File: src/wafbp_ram.sv
// Generic single-write, single-read synchronous RAM with a registered read.
// No dependencies.
module wafbp_ram #(
   parameter int WIDTH = 8,
   parameter int DEPTH = 256,
   localparam int AW = $clog2(DEPTH)
) (
   input  logic             clock,
   input  logic             wr_en,
   input  logic [AW-1:0]    wr_addr,
   input  logic [WIDTH-1:0] wr_data,
   input  logic [AW-1:0]    rd_addr,
   output logic [WIDTH-1:0] rd_data
);

   logic [WIDTH-1:0] mem [DEPTH];

   always_ff @(posedge clock) begin
      if (wr_en) begin
         mem[wr_addr] <= wr_data;
      end
      rd_data <= mem[rd_addr];
   end

endmodule

File: config.mk
export PLATFORM = sky130hd
export DESIGN_NAME = wafbp_ram
export DESIGN_NICKNAME = d
export VERILOG_FILES = /design/src/wafbp_ram.sv
export SDC_FILE = /design/constraint.sdc
export NUM_CORES = 2
export LEC_CHECK = 0
export ABC_AREA = 1
export BUFFER_PORTS_ARGS = -buffer_cell sky130_fd_sc_hd__buf_2
export CAP_MARGIN = 20
export CELL_PAD_IN_SITES_DETAIL_PLACEMENT = 1
export CELL_PAD_IN_SITES_GLOBAL_PLACEMENT = 1
export CORE_ASPECT_RATIO = 0.5
export CORE_UTILIZATION = 47
export DETAILED_ROUTE_END_ITERATION = 6
export PLACE_DENSITY = 0.75
export SYNTH_ARGS = -nofsm -noshare
export SYNTH_HDL_FRONTEND = slang
export SYNTH_SLANG_ARGS = --single-unit
File: constraint.sdc
create_clock -name clock -period 1.5 [get_ports clock]
set_input_delay 0.15 -clock clock [delete_from_list [all_inputs] [get_ports clock]]
set_output_delay 0.15 -clock clock [all_outputs]
set_load 0.005 [all_outputs]
# Word-level counts from Yosys, hierarchy flattened
# Memory sizes are Yosys's and may differ from the RTL's. A register that Yosys moved wholly into a read port is not among the register bits.
# Cells that the tools add are included.
[word_totals] input_bits=26 ff_bits=0 mem_count=1 elab_cells=3 ramBits=2048 output_inout_bits=8
[classes] muxes=2
[mem_list] name="mem" depth=256 word_bits=8 rd=1 rd_clocked_by_memory_dff=1 write_ports=1 line="16" rtl="logic [WIDTH-1:0] mem [DEPTH];"
[op_table] operator="1-bit 2-to-1 mux" n=2

# Logic depth before layout (Yosys ltp)
[depth] word_depth=2 mapped_depth=15 mapped_depth_nobuf=11

# Worst setup path after synthesis
# Ideal clock, no wire load.
[synth_timing] path_kind="in2reg" start="in wr_en" end="mem mem[162][0], enable pin" cell_stages=4 required_time_ns=1.130 t_arrival_ns=1.271 setup_ns=0.370 path_buffers=2 setup_slack_ns=-0.141 cell_sequence="clkbuf_1 nand3_1 clkbuf_1 nor2_1"
[synth_via] elab_chain_len=2
[synth_rtl] element="start, declared" line="9" rtl="input logic wr_en,"
[synth_rtl] element="1-bit 2-to-1 mux" line="19" rtl="if (wr_en) begin"
[synth_rtl] element="1-bit 2-to-1 mux (implied by the code)" line="20" rtl="mem[wr_addr] <= wr_data;"
[synth_rtl] element="end, declared" line="16"
# No other way between the ends.

==> results.json <==
{
  "tightest_slew_ns": 0.921,
  "violations": "setup timing",
  "rows": 108,
  "grt-ovfl-total": 0,
  "p_comb_frac": 0.085,
  "design_area_um2": 103000,
  "clk_latency_ns": 0.87,
  "core_um2": 175000,
  "dp_slack_ns": -1.19,
  "synth.distinct_cells": 14,
  "h-tree-depth": 4,
  "drv_cap": 0,
  "netSwitchingPower_mw": 29.4,
  "wl_per_cell_um": 28.8,
  "max_stage_delay_ns": 0.38,
  "area_growth_syn_to_layout_pct": 23.1,
  "grt_pass1_wl_mm": 428,
  "critPathKind": "flop to flop",
  "crit_chain": "nand2_1 -> nand3_1 -> nand3_1 -> nand3_2 -> nand3_2 -> nand3_4 -> nand3_4 -> nand2_2 -> nand2_2 -> nand2_1",
  "clockBufferDepth": 4,
  "hp-class": "input pin to flop",
  "syn_avg_cell_area_um2": 11.9,
  "layout_commonest_cell": "nand2_1",
  "placed_cells": 9806,
  "grt_pass1_vias": 65052,
  "finalMaxSlewViolations": 0,
  "numCtsBuffers": 186,
  "synth_cells": 7003,
  "detail_route.vias_per_cell": 6.11,
  "p_int_mw": 92.0,
  "clk_pin_slew_ns": 0.08,
  "root_buffer": "clkbuf_16",
  "synth_seq_area_share": 0.739,
  "dr.pass1.iters": 5,
  "num-nets-final": 7659,
  "dp_hpwl_mm": 185,
  "setup_ws_ns": -0.114,
  "initial_core_util": 0.477,
  "clkPwrFrac": 0.394,
  "p_seq_frac": 0.522,
  "cp_data_arrival_time_ns": 2.35,
  "drtIter0Drc": 7433,
  "clock-sinks": 2056,
  "synth-seq-cells": 2056,
  "fin_cells": 10141,
  "routed_wl_mm": 292,
  "critPathSlowestCell": "edfxtp_1",
  "grt_max_degree": 65,
  "start_kind": "flop",
  "pwr_density_cell_nw_per_um2": 1180,
  "numPortBuffers": 33,
  "worst_ir_drop_vdd_mv": 0.827,
  "setup_viol": 10,
  "fp.dieH_um": 300,
  "utilization": 0.587,
  "cts_tree": "yes",
  "ios": 34,
  "die_w_um": 598,
  "crit_required_ns": 2.24,
  "post_cts_buffers": 0,
  "p_leak_nw": 37.0,
  "vias": 61911,
  "antenna_found_initial": 9,
  "swShare": 0.242,
  "finalHoldViolCount": 0,
  "dieArea_um2": 179000,
  "synth_area_um2": 83400,
  "status": "finished, violations left",
  "rsz0062_at_grt": "true",
  "period_share": 1.08,
  "routabilityCongestion": 0.904,
  "cp_max_fo": 1,
  "finClkSkew_ns": 0.0412,
  "synth_nets": 7029,
  "slew_headroom": 0.386,
  "layout_common_cells": "2088 x nand2_1, 2048 x edfxtp_1, 1573 x nand3_1",
  "drc_errors": 0,
  "critPathCaptureType": "flop",
  "grt_usage": 0.323,
  "ant_nets": 0,
  "drive_above_1_share": 0.226,
  "yosys_warnings": 0,
  "place_area_um2": 93900,
  "rrSetupSlack_ns": -0.11,
  "fmax_mhz": 620,
  "fin_crit_ns": 1.61
}
[Yosys cell counts]
cell | number | area [um^2]
nor2_1 | 283 | 1060
edfxtp_1 | 2048 | 61500
buf_1 | 40 | 150
inv_1 | 36 | 135
buf_8 | 1 | 15.0
inv_4 | 1 | 6.26
buf_2 | 268 | 1340
buf_4 | 46 | 345
nand3_1 | 2019 | 10100
clkbuf_1 | 112 | 420
nand2_1 | 2123 | 7970
inv_2 | 2 | 7.51
buf_6 | 16 | 180
dfxtp_1 | 8 | 160
[final timing paths]
check,cells after the start,endpoint,start
hold / removal,7,rd_data[6],rd_addr[5]
setup reg to reg,10,rd_data[0],mem[63][0]
hold reg to reg,10,rd_data[6],mem[232][6]
setup / recovery,10,rd_data[0],mem[63][0]
[state kept, by name (all words and copies together), names as in the netlist]
register / cells
mem: 2048
rd_data: 8
[kinds of logic (layout without fill, tap and decap cells)]
kind of cell / count (synthesis) / after routing / share of synthesized area
DFF: 2056 / 2056 / 0.739
buffers and inverters: 522 / 1292 / 0.0312
and+or+nand+nor: 4425 / 4425 / 0.229
other: 0 / 3 / 0
[through the flow]
stage	setup TNS, ns	power, mW	hold WS (ns)
finish	-0.738	121	0.0735
global route	-1.27	124	0.0727
CTS	-0.512	121	0.0350
detailed placement	-352.49	73.6	0.542
global placement	-232.71	73.3	0.540
floorplan	-71.39	68.5	0.249
[layer usage]
layer	wire length [um]	GRT usage	part of all wire	vias to the layer above
li1	-	-	-	26134
met4	13800	0.140	0.047	2
met1	112000	0.425	0.38	31730
met3	26500	0.0550	0.091	764
met5	11	0	0.000038	-
met2	139000	0.532	0.48	3281
[area by class of cell]
class | count | area (um^2)
Clock buffer | 219 | 4840
Tap cell | 2365 | 2960
Fill cell | 17338 | 72200
Multi-Input combinational cell | 4425 | 22300
Timing Repair Buffer | 925 | 9730
Sequential cell | 2056 | 61700
Inverter | 39 | 180
Clock inverter | 109 | 921
Antenna cell | 3 | 7.51
[power groups by stage]
stage               Combinational, mW  Clock (mW)  Sequential (mW)
floorplan                        3.93           0             64.6
global placement                 8.69           0             64.6
detailed placement               9.02           0             64.6
CTS                              9.76        47.8             63.4
global route                     10.7        49.8             63.3
finish                           10.3        47.8             63.3
[what timing repair did]
action / CTS / global route
endpoints found under the setup margin: 16 / 11
hold buffers: 10 / 0
endpoints found under the hold margin: 1641 / 0
pin swaps: 123 / 77
resized for setup: 391 / 184
[critical path, delay by kind of cell, from the launching register on]
family           cells  cell delay (ns)
DFF                  1             0.38
and+or+nand+nor     10             1.08
(Power assumes the default switching activity.)
