File: config.mk
export PLATFORM = sky130hd
export DESIGN_NAME = wafbp_scan
export DESIGN_NICKNAME = d
export VERILOG_FILES = /design/src/wafbp_pkg.sv /design/src/wafbp_scan.sv
export SDC_FILE = /design/constraint.sdc
export NUM_CORES = 1
export LEC_CHECK = 0
export CELL_PAD_IN_SITES_DETAIL_PLACEMENT = 1
export CELL_PAD_IN_SITES_GLOBAL_PLACEMENT = 1
export CORE_MARGIN = 8
export CORE_UTILIZATION = 40
export CTS_CLUSTER_SIZE = 30
export DETAILED_ROUTE_END_ITERATION = 8
export DONT_BUFFER_PORTS = 1
export HOLD_SLACK_MARGIN = 0.03
export PLACE_DENSITY = 0.67
export SLEW_MARGIN = 20
export SYNTH_ARGS = -nofsm -noshare
export SYNTH_HDL_FRONTEND = slang
export SYNTH_SLANG_ARGS = --single-unit
File: constraint.sdc
create_clock -name clock -period 9.87 [get_ports clock]
set_input_delay 0 -clock clock [delete_from_list [all_inputs] [get_ports clock]]
set_output_delay 0 -clock clock [all_outputs]
set_load 0.02 [all_outputs]
File: src/wafbp_pkg.sv
// Shared types, codes and sizes of the wear-aware free block pool.
// No dependencies; the interfaces, the top level and the scan unit import this package.
package wafbp_pkg;

   localparam int NUM_BLOCKS  = 256;
   localparam int NUM_STREAMS = 16;
   localparam int BLK_W       = $clog2(NUM_BLOCKS);
   localparam int ADDR_W      = BLK_W + 1;
   localparam int CNT_W       = 9;
   localparam int EC_W        = 16;
   localparam int STAMP_W     = 32;
   localparam int STREAM_W    = 4;
   localparam int PAGE_W      = 21;
   localparam int PPB_W       = 13;
   localparam int PROD_W      = CNT_W + PPB_W;
   localparam int SLC_TOT_W   = 16;

   localparam logic [PAGE_W-1:0]    PAGE_MAX    = '1;
   localparam logic [SLC_TOT_W-1:0] SLC_TOT_MAX = '1;
   localparam logic [EC_W-1:0]      EC_MAX      = '1;
   localparam logic [PPB_W-1:0]     PPB_RESET   = PPB_W'(256);
   localparam logic [PAGE_W-1:0]    FREE_RESET  =
      (NUM_BLOCKS * 256 > 2097151) ? PAGE_W'(2097151) : PAGE_W'(NUM_BLOCKS * 256);

   typedef enum logic [2:0] {
      ACT_ADD_FREE     = 3'd0,
      ACT_ALLOCATE     = 3'd1,
      ACT_TO_SLC       = 3'd2,
      ACT_TO_TLC       = 3'd3,
      ACT_ERASE        = 3'd4,
      ACT_FIND_COLDEST = 3'd5,
      ACT_WEAR_SPREAD  = 3'd6
   } action_type;

   typedef enum logic [1:0] {
      POOL_NONE   = 2'd0,
      POOL_NORMAL = 2'd1,
      POOL_SLC    = 2'd2
   } pool_type;

   typedef enum logic [1:0] {
      SCAN_HEAD   = 2'd0,
      SCAN_COLD   = 2'd1,
      SCAN_SPREAD = 2'd2
   } scan_mode_type;

   typedef enum logic [3:0] {
      ST_CLEAR,
      ST_IDLE,
      ST_FETCH,
      ST_MODIFY,
      ST_SCAN,
      ST_COMMIT,
      ST_MOVE,
      ST_PAGES,
      ST_PLANE,
      ST_DONE
   } state_type;

   typedef struct packed {
      logic [EC_W-1:0]     wear_cnt;
      logic                slc;
      pool_type            pool;
      logic [EC_W-1:0]     key;
      logic [STAMP_W-1:0]  stamp;
      logic [STREAM_W-1:0] stream;
      logic                mapping;
   } entry_type;

   localparam int ENTRY_W = $bits(entry_type);

   typedef struct packed {
      logic               start;
      logic               valid;
      scan_mode_type      mode;
      pool_type           pool;
      logic               want_slc;
      logic [STAMP_W-1:0] stamp_now;
   } scan_ctrl_type;

   typedef struct packed {
      logic             found;
      logic [BLK_W-1:0] best_idx;
      entry_type        best_entry;
      logic [EC_W-1:0]  min_ec;
      logic [EC_W-1:0]  max_ec;
   } scan_res_type;

endpackage

File: src/wafbp_scan.sv
// Scan unit: watches the block table stream past and keeps the best candidate
// (pool head, coldest block) and the erase-count extremes. Depends on wafbp_pkg.
module wafbp_scan import wafbp_pkg::*; (
   input  logic             clock,
   input  logic             reset,
   input  scan_ctrl_type    ctrl,
   input  entry_type        entry,
   input  logic [BLK_W-1:0] idx,
   output scan_res_type     res
);

   logic               found_ff;
   logic [BLK_W-1:0]   idx_ff;
   entry_type          entry_ff;
   logic [STAMP_W-1:0] age_ff;
   logic [EC_W-1:0]    min_ff;
   logic [EC_W-1:0]    max_ff;
   logic [STAMP_W-1:0] age_cur;
   logic               qual;
   logic               better;

   always_comb begin
      age_cur = ctrl.stamp_now - entry.stamp;
      qual    = 1'b0;
      better  = 1'b0;
      case (ctrl.mode)
         SCAN_HEAD: begin
            qual   = (entry.pool == ctrl.pool);
            better = !found_ff || (entry.key < entry_ff.key) ||
                     ((entry.key == entry_ff.key) && (age_cur > age_ff));
         end
         SCAN_COLD: begin
            qual   = (entry.slc == ctrl.want_slc);
            better = !found_ff || (entry.wear_cnt < entry_ff.wear_cnt);
         end
         SCAN_SPREAD: begin
            qual   = !entry.slc;
            better = !found_ff;
         end
         default: begin
            qual   = 1'b0;
            better = 1'b0;
         end
      endcase
   end

   always_ff @(posedge clock) begin
      if (reset || ctrl.start) begin
         found_ff <= 1'b0;
      end else if (ctrl.valid && qual) begin
         found_ff <= 1'b1;
      end
   end

   always_ff @(posedge clock) begin
      if (!ctrl.start && ctrl.valid && qual) begin
         if (better) begin
            idx_ff   <= idx;
            entry_ff <= entry;
            age_ff   <= age_cur;
         end
         if (!found_ff || entry.wear_cnt < min_ff) begin
            min_ff <= entry.wear_cnt;
         end
         if (!found_ff || entry.wear_cnt > max_ff) begin
            max_ff <= entry.wear_cnt;
         end
      end
   end

   assign res.found      = found_ff;
   assign res.best_idx   = idx_ff;
   assign res.best_entry = entry_ff;
   assign res.min_ec     = min_ff;
   assign res.max_ec     = max_ff;

endmodule
# Word level (Yosys, flattened, before mapping)
# Cells that the tools add are included.
# op_classes
reduce_logical	17
n_lt_le_gt_ge	5
n_eq_ne	5
muxes	2
add_sub_neg	1
# op_table
operator	n
less-than comparator 16 bit	3
greater-than comparator 32 bit	1
subtractor 32 bit	1
== test 16 bit	1
greater-than comparator 16 bit	1
logical OR 1 bit	6
case mux 1 bit (3 select lines)	2
AND reduction 2 bit	3
logical AND 1 bit	4
logical NOT 1 bit	3
== test 2 x 1 -> 1 bit, second input constant	1
== test 2 bit	1
== test 2 bit, second input constant	1
logical NOT 2 bit	1
== test 1 bit	1
# totals
in_bits	121
reg_bits	145
wordCells	42
out_inout_bits	113

# Depth between registers and ports, before layout
# logic_depth
ltp_word	6
mapped_depth	19
depth_no_buf	19

# Worst setup path after synthesis
# Ideal clock, no wire load.
# synth_timing
kind	input to register
start	input port ctrl[0] (netlist bit)
end	register age_ff[0] (enable)
setup_ns	0.470
setup_slack_ns	4.100
required_time_ns	9.400
n_path_buf	0
arrival_time_ns	5.300
cell_stages	17
path_cell_list	inv_1 -> ha_1 -> inv_1 -> fa_1 -> a211oi_1 -> o21ai_2 -> a31oi_4 -> o21ai_2 -> a2111oi_2 -> o21bai_1 -> a21oi_1 -> xnor2_1 -> ha_1 -> nand4_1 -> nor4_1 -> a221o_1 -> a211o_1
# synth_between
elab_chain_len	6
# synth_rtl
item	line	rtl
start: declaration	wafbp_scan.sv:6	input scan_ctrl_type ctrl,
subtractor 32 bit	wafbp_scan.sv:23	age_cur = ctrl.stamp_now - entry.stamp;
named net age_cur[30]	wafbp_scan.sv:18	logic [STAMP_W-1:0] age_cur;
greater-than comparator 32 bit	wafbp_scan.sv:30	((entry.key == entry_ff.key) && (age_cur > age_ff));
logical AND 1 bit	wafbp_scan.sv:30	
logical OR 1 bit	wafbp_scan.sv:29	better = !found_ff || (entry.key < entry_ff.key) ||
case mux 1 bit (3 select lines)	wafbp_scan.sv:26	case (ctrl.mode)
AND reduction 2 bit (no source line)	-	
end signal: assignment	wafbp_scan.sv:60	age_ff <= age_cur;
end: declaration	wafbp_scan.sv:15	logic [STAMP_W-1:0] age_ff;
# The timed path passes the listed nets, and every way through them passes these cells.
# A chain may end at the register's enable or synchronous reset.

# Final worst setup path
# layout_timing
start	input port entry[5] (netlist bit)
end	register entry_ff (netlist bit res[98]) (enable)
# layout_between
elab_chain_len	6
# layout_rtl
item	line	rtl
start: declaration	wafbp_scan.sv:7	input entry_type entry,
subtractor 32 bit	wafbp_scan.sv:23	
named net age_cur[30]	wafbp_scan.sv:18	
greater-than comparator 32 bit	wafbp_scan.sv:30	
logical AND 1 bit	wafbp_scan.sv:30	
logical OR 1 bit	wafbp_scan.sv:29	
case mux 1 bit (3 select lines)	wafbp_scan.sv:26	
AND reduction 2 bit (no source line)	-	
end signal: assignment	wafbp_scan.sv:59	entry_ff <= entry;
end: declaration	wafbp_scan.sv:14	entry_type entry_ff;
# The timed path passes the listed nets, and every way through them passes these cells.

==> out/qor.csv <==
metric,value,unit
vias per cell,5.35,
IO Pins,234,
post-synthesis mux area share,0,%
Main synth FF type,edfxtp_1,
number of global-route vias before repair,6687,
CP arrival,5.51,ns
GRT Total Usage,17.8,%
post-synthesis cell count,716,
Synth Area in Adders,18.7,%
nets,1069,
GP Congestion,0.784,
CTS clock-pin slew for the worst setup and hold paths,0.06,ns
Yosys top cell by area,edfxtp_1,
"Seq/Total Area, Yosys",51.4,%
simple-gate portion of the synthesized area,6.96,%
"Hold Vio Cnt, Final",0,
Post-DRT Antenna Nets,0,
first-pass GRT wire length,36.6,mm
Final min period,5.47,ns
power per cell area,163,mW/mm²
post-route insts no fill,1111,
complex-gate fraction of the synthesized area,13.4,%
num rows,53,
die area,0.0260,mm²
CP required,9.92,ns
largest family of logic cells by synthesized area,adder cells,
Sink Count,145,
TritonCTS clock tree,yes,
FILL cells,2189,
synthesized area per cell,11.8,µm²
share of cells above drive strength 1,5.15,%
area grow syn2layout,21.6,%
HP Class,primary input to flip-flop,
Pre-antenna DRT Iters,4,
RSZ-0062 raised after global routing,false,
CTS root buf,clkbuf_16,
crit path kind,primary input to flip-flop,
post-synthesis register bit count,145,
Pleak,4.47,nW
Setup TNS Final,0,ns
worst skew pair latency,0.42,ns
"Cell Area, Synth",0.00845,mm²
# DRC,0,
"Async S/R FF share, synth",0,%
chip height,161,µm
WL/cell,20.8,µm
Yosys cell types,52,
Final setup viols,0,
startpoint types,primary input,
slew margin rel.,44.3,%
Num CTS Buffers,17,
# port buffers,0,
Yosys warnings,0,
Worst-Margin Slew,0.836,ns
post-CTS sizing,0,
placed insts,991,
Synth top area share,51.2,%
max-slew violation count,0,
"Design Area, Final",0.0103,mm²
total wire length,23.1,mm
Placed Instance Area,0.00881,mm²
CP Max Fanout,57,
largest net degree at the start of global routing,58,
Area contributors post-synth,"edfxtp_1 51%, ha_1 19%, inv_1 6.0%, a21o_1 3.2%, a21oi_1 2.6%",
"Core Util, Final",49.2,%
maxcap violations,0,
Core Region,0.0209,mm²
initial antenna violation count,1,
drt first-iter violations,312,
status,finished clean,
chip width,161,µm
Final Cycle Share,55.4,%
fmax,0.183,GHz
Crit. End Element,flip-flop,
Syn Nets,963,
hpwl dp,17.1,mm
Synth Area in XOR/XNOR,3.42,%
Initial Utilization,40.4,%
"EDFF count, synth",144,
H-tree depth,4,
Max Root-Sink Buffers,2,
grt total ovfl,0,
Max Clock Skew,0.0105,ns
total number of vias,5940,
worst vdd ir,0.0000966,V
## area by class of cell
type / count / area [µm²] / area share [%]
flip-flops and latches: 145 / 4340 / 42.3
multi-input cells: 435 / 3600 / 35.0
repair buffers: 89 / 886 / 8.62
inverters: 134 / 503 / 4.90
clock buffers: 17 / 425 / 4.14
well taps: 275 / 344 / 3.35
clock inverters: 15 / 166 / 1.62
diodes: 1 / 2.50 / 0.0244
## Yosys cell counts, drive strengths merged (3+ instances only)
cell	n
o21a	8
o21ai	24
edfxtp	144
a2111oi	5
ha	125
a211oi	10
nand4	19
nand2b	6
o21bai	7
inv	134
a21boi	3
a21oi	47
xor2	8
and4	4
nor2	29
xnor2	25
nand2	18
nor3	6
nand3	11
and3	5
nor2b	8
a21o	36
a31oi	4
## critical path, stage by stage
cell and delay, ns:
dlygate4sd3_1 0.59, ha_1 0.19, inv_1 0.06, fa_1 0.41, a211oi_1 0.44, o21ai_2 0.19, a31oi_4 0.23, o21ai_2 0.14
a2111oi_2 0.36, o21bai_1 0.13, a21oi_1 0.20, xnor2_1 0.11, ha_1 0.31, nand4_1 0.14, nor4_1 0.40, a221o_1 0.23
a211o_4 0.64, buf_4 0.71
## power by group
group,internal (mW),switching (mW),total [mW]
clock network,0.395,0.260,0.655
logic,0.130,0.155,0.286
registers,0.711,0.0271,0.738
total,1.24,0.443,1.68
## metrics by stage
step	power (mW)	hold slack [ns]	worst slack (ns)
after detailed placement	1.01	0.0768	4.55
after global placement	0.992	0.0748	4.70
after global routing	1.76	0.0481	3.97
final	1.68	0.0545	4.40
after CTS	1.70	0.0340	4.42
after floorplan	0.939	0.0728	4.10
## placed cells by master, fill, tap and decap left out, types with 4 or more instances in the layout
cell           count
o21ai_0           20
o21bai_1           7
o21a_1             8
xor2_1             8
nand4_1           19
clkbuf_16         17
nand2_1           18
dlygate4sd3_1     87
and3_1             5
ha_1             125
a21oi_1           44
edfxtp_1         144
nand3_1           11
nand2b_1           6
a21o_1            36
and4_1             4
nor2b_1            8
nor2_1            29
a211oi_1          10
xnor2_1           25
nor3_1             6
inv_1            134
## flip-flops by register name (all words and copies together) (netlist names)
name	flops
res	72
age_ff	32
max_ff	16
min_ff	16
idx_ff	8
found_ff	1
## worst paths after layout
check,start,endpoint,slack (ns),depth (start not counted)
worst max-delay path,entry[5],res[98],4.40,18
worst min-delay path,ctrl[18],age_ff[18],0.05,2
worst max register to register,res[74],res[98],5.92,11
worst min register to register,max_ff[0],max_ff[12],1.30,4
## logic make-up after synthesis
| family | Yosys count |
|---|---|
| compound gates | 162 |
| xor+xnor | 33 |
| fa+ha+maj | 126 |
| buf+inv | 136 |
| flops | 145 |
| simple gates | 114 |
## per-layer routing
| layer | vias up | part of all wire, % | global-route usage, % |
|---|---|---|---|
| met1 | 2888 | 40 | 19.5 |
| met4 | 0 | 2.2 | 7.20 |
| met2 | 197 | 50 | 31.1 |
| met3 | 37 | 7.7 | 6.03 |
| li1 | 2818 | - | - |
| met5 | - | 0 | 0 |
## timing repair
action / in CTS / in global routing
hold buffers: 87 / 0
hold endpoints to repair: 118 / 0
setup buffers: 0 / 0
No activity file was read; power rests on OpenSTA's default activity.
